[config.mk]
export PLATFORM = sky130hd
export DESIGN_NAME = rdbm_ram
export DESIGN_NICKNAME = d
export VERILOG_FILES = /design/src/hw/rtl/rdbm_ram.sv
export SDC_FILE = /design/constraint.sdc
export NUM_CORES = 2
export LEC_CHECK = 0
export ABC_CLOCK_PERIOD_IN_PS = 4400
export BUFFER_PORTS_ARGS = -buffer_cell sky130_fd_sc_hd__buf_2
export CORE_MARGIN = 1.5
export CORE_UTILIZATION = 30
export DETAILED_ROUTE_END_ITERATION = 10
export PLACE_DENSITY = 0.42
export SLEW_MARGIN = 30
export SYNTH_ARGS = -nofsm -noshare
export SYNTH_HDL_FRONTEND = slang
export SYNTH_SLANG_ARGS = --single-unit
[constraint.sdc]
create_clock -name clk -period 4.4 [get_ports clk]
set_clock_uncertainty 0.2 [all_clocks]
set_input_delay 0.22 -clock clk [delete_from_list [all_inputs] [get_ports clk]]
set_output_delay 0.22 -clock clk [all_outputs]
set_load 0.1 [all_outputs]
[src/hw/rtl/rdbm_ram.sv]
`timescale 1ns / 1ps

module rdbm_ram #(
  parameter int WIDTH = 8,
  parameter int DEPTH = 256
) (
  input  logic                     clk,
  input  logic                     we,
  input  logic                     re,
  input  logic [$clog2(DEPTH)-1:0] addr,
  input  logic [WIDTH-1:0]         wdata,
  output logic [WIDTH-1:0]         rdata
);

  logic [WIDTH-1:0] mem [DEPTH];

  always_ff @(posedge clk) begin
    if (we) begin
      mem[addr] <= wdata;
    end
    if (re) begin
      rdata <= mem[addr];
    end
  end

endmodule

== Yosys cells after proc, flatten, opt, wreduce, memory -nomap -nowiden ==
Memory sizes are Yosys's and may differ from the RTL's. A register that Yosys moved wholly into a read port is not among the register bits.
Index checks and enable logic that the tools add are counted.

* Flip-flop bits (word level): 0
* Latch bits: 0
* Memory bits (writable): 2048
* Bits in read-only memories: 0
* Bits of input ports: 19
* Output and inout port bits: 8
* Word-level logic and storage cells: 3
* Memories: 1

{| class="wikitable"
|+ Memory list
! memory !! words !! bits a word !! rd ports !! clocked after Yosys merged registers in !! wr ports !! RTL line !! RTL
|-
| mem || 256 || 8 || 1 || 1 || 1 || 15 || <nowiki>logic [WIDTH-1:0] mem [DEPTH];</nowiki>
|}

* Add/subtract/negate cells: 0
* $mul: 0
* Div/mod/pow operators: 0
* Magnitude comparators: 0
* Equal/unequal tests: 0
* Shift operators: 0
* Muxes and demuxes: 2
* Bitwise logic cells: 0
* Reduce and logical (&&, ||, !) cells: 0

{| class="wikitable"
|+ Operator list
! operator !! number
|-
| $mux W1 || 2
|}

== Depth between registers and ports, before layout ==
* Depth in word-level cells: 2
* Depth in mapped cells: 10
* Gate-level depth less buffers: 5

== Worst setup path after synthesis ==
OpenSTA, ideal clock, no wires.

* Kind: input -> register
* Start point: in addr[1]
* End point: mem mem[111][0] (enable)
* Library setup time: 370 ps
* Data arrival time: 2069 ps
* Slack: 1761 ps
* Stages: 9
* Buffers on the path: 5
* Path through: buf_2 clkbuf_1 clkbuf_1 nand2_1 buf_2 nor2_1 nand2_1 clkbuf_1 nor2_1

{| class="wikitable"
|+ RTL lines
! what !! RTL line !! RTL
|-
| start, declared || 10 || <nowiki>input logic [$clog2(DEPTH)-1:0] addr,</nowiki>
|-
| end, declared || 15 ||
|}

Straight into the memory's write port.

==> results.yml <==
critical_path:
  crit_family: "buffers and inverters"
  path_class: "in -> reg"
  startpoint_type: "primary input"
  cp.arrival_ns: 3.56
  crit_buf_inv: 4
  end_kind: "flip-flop"
  path_max_fanout: 34
  crit_required_ns: 4.81
  cp_cell_sequence: "buf_8 > buf_4 > buf_4 > mux4_2 > a22oi_1 > a21oi_1 > o41ai_1 > buf_4 > nand4_1"
  worstRegToRegCells: 6
  r2r-start: "mem[47][5]$_DFFE_PP_"
  crit_top_cell: "buf_4"
  slowest_delay_ns: 0.89
  r2r_slack_ns: 1.38
  rr_endpoint: "rdata[5]$_DFFE_PP_"
  crit_path_top_delay_cell: "o41ai_1"
timing:
  rsz0062_at_grt: "false"
  clock.fmax_mhz: 317
  post-route-min-period_ns: 3.16
  hold_viol_final: 0
  hold_slack_ns: 0.146
  setup_violations: 0
  timing.slew.headroom_pct: 33.5
  layout_setup_ws_ns: 1.24
  slew_viol_final: 0
  worstMarginPinSlew_ns: 0.994
  fin_crit_sh_pct: 71.8
  fin_tns_setup_ns: 0
cells_and_area:
  drive_gt1_share_pct: 30.3
  final_util_pct: 35.7
  syn_to_final_growth_pct: 18.3
  mostFrequentLayoutCells: "edfxtp_1, mux4_2, buf_4"
  finalInstanceArea_um2: 92900
  final_common_cell: "edfxtp_1"
  final_nets: 3982
place:
  portBuffers: 26
  dp_hpwl_mm: 138
  placed_area_um2: 85700
  place.gp.congestion: 0.766
  pre_cts_slack_ns: 0.297
die:
  dieHeight_um: 515
  ios: 27
  num_rows: 187
  initial_core_util_pct: 30.2
  die_w_um: 515
  core-area_um2: 260000
  die_area_um2: 265000
global_route:
  grtUsageMet2_pct: 27.5
  antenna_found_initial: 11
  gr-total-overflow: 0
  grt_max_degree: 125
  use_met3_pct: 2.29
  grt_pass1_vias: 39800
  busiest_layer: "met2"
  grt_usage_pct: 16.8
  use_met1_pct: 23.7
  grt_pass1_wl_mm: 315
clock_tree:
  cts_made_buffers: 220
  cts_max_level: 4
  clk_path_buf_depth: 3
  clk_latency_ns: 0.86
  cts_sinks: 2056
  cts_tree: "done"
  root_buffer: "clkbuf_16"
  path_clk_slew_ns: 0.06
route:
  vias_per_cell: 4.96
  vias: 37900
  routedWlPerCell_um: 29.2
  routed_wirelength_mm: 223
  dr.pass1.iters: 5
  drc: 0
  ant_nets: 0
  first_iter_violations: 3467
hold_path:
  holdPathStages: 2
  min-delay-start: "wdata[2]"
  holdPathEnd: "mem[193][2]$_DFFE_PP_"
  hold_path.class: "in -> reg"
job:
  cap_violations: 0
run_status:
  status: "finished, final reports clean"
power_and_ir_drop:
  power_density_nw_per_um2: 450
  worst_ir_drop_vdd_uv: 360
  leakage_nw: 28.5
synthesis:
  yosysWarningCount: 0
  synth_cell_type_count: 21
  netlist_area_um2: 78600
  ys_ff_latch: 2056
  synthesis.instances: 3547
  yosysSeqAreaShare_pct: 78.6
  syn_avg_cell_area_um2: 22.2
  syn_nets: 3566
==> worst max-delay path by stage <==
stage | start | to | slack (ns) | cells past startpoint
3_3_place_gp | addr[0] | rdata[7]$_DFFE_PP_ | -0.06 | 9
6_report | addr[0] | rdata[5]$_DFFE_PP_ | 1.24 | 9
2_1_floorplan | addr[1] | mem[111][0]$_DFFE_PP_ | 1.76 | 9
5_1_grt | addr[0] | rdata[5]$_DFFE_PP_ | 1.17 | 9
3_5_place_dp | addr[0] | rdata[7]$_DFFE_PP_ | 0.30 | 9
4_1_cts | addr[0] | rdata[7]$_DFFE_PP_ | 1.24 | 9
==> report_power, final <==
group / internal [W] / total (W) / switching, W
registers: 0.0216 / 0.0216 / 0.0000280
clock network: 0.0104 / 0.0182 / 0.00780
logic: 0.000696 / 0.00204 / 0.00134
total: 0.0327 / 0.0418 / 0.00917
==> sequential cells by signal, indices dropped and copies added, names as in the netlist <==
register and flops:
rdata 8, mem 2048
==> area by class of cell <==
class	instances	area, µm²
multi-input cells	1258	15900
diodes	1	2.50
clock buffers	278	5770
fillers	24000	167000
repair buffers	426	3870
clock inverters	127	1260
inverters	1	3.75
well taps	3496	4370
flip-flops and latches	2056	61700
==> synthesized netlist by cell type (all sizes together) <==
master	instances	area (µm²)
a21oi	128	641
a22oi	256	1920
and2	3	18.8
buf	87	552
clkbuf	145	544
edfxtp	2056	61700
inv	1	3.75
mux4	512	11500
nand2	28	105
nand2b	6	37.5
nand3	13	65.1
nand4	8	50.1
nor2	232	871
nor2b	7	43.8
nor3	30	150
o41ai	32	280
or2	2	12.5
or3	1	6.26
==> per-stage QoR <==
step           total power, W  cells
6_report               0.0418   7643
3_5_place_dp           0.0241   7223
3_3_place_gp           0.0241   7223
4_1_cts                0.0424   7640
2_1_floorplan          0.0230   3547
5_1_grt                0.0431   7643
==> cell families after synthesis <==
| group | Yosys count | share of synthesized area (%) |
|---|---|---|
| multiplexers | 512 | 14.7 |
| buffers and inverters | 233 | 1.40 |
| AND/OR/NAND/NOR | 330 | 1.73 |
| flip-flops | 2056 | 78.6 |
| AO/OA/AOI/OAI | 416 | 3.62 |
==> per-layer routing <==
| layer | wire length, µm | up-vias |
|---|---|---|
| met5 | 41 | - |
| met4 | 3860 | 6 |
| met3 | 9840 | 249 |
| met2 | 109000 | 959 |
| met1 | 101000 | 20800 |
| li1 | - | 15900 |
==> worst register-to-register path, stage by stage, from the launching register on <==
cell and delay [ns]:
edfxtp_1 0.35, mux4_2 0.50, a22oi_1 0.34, a21oi_1 0.17, o41ai_1 0.89, buf_4 0.24, nand4_1 0.08
==> repair_timing <==
action                    in CTS  in global routing
buffers inserted               0                  0
resized for setup              0                  0
hold endpoints to repair    1005                  0
hold buffers                  12                  0
Note: power is estimated with default switching activity, not from simulation.
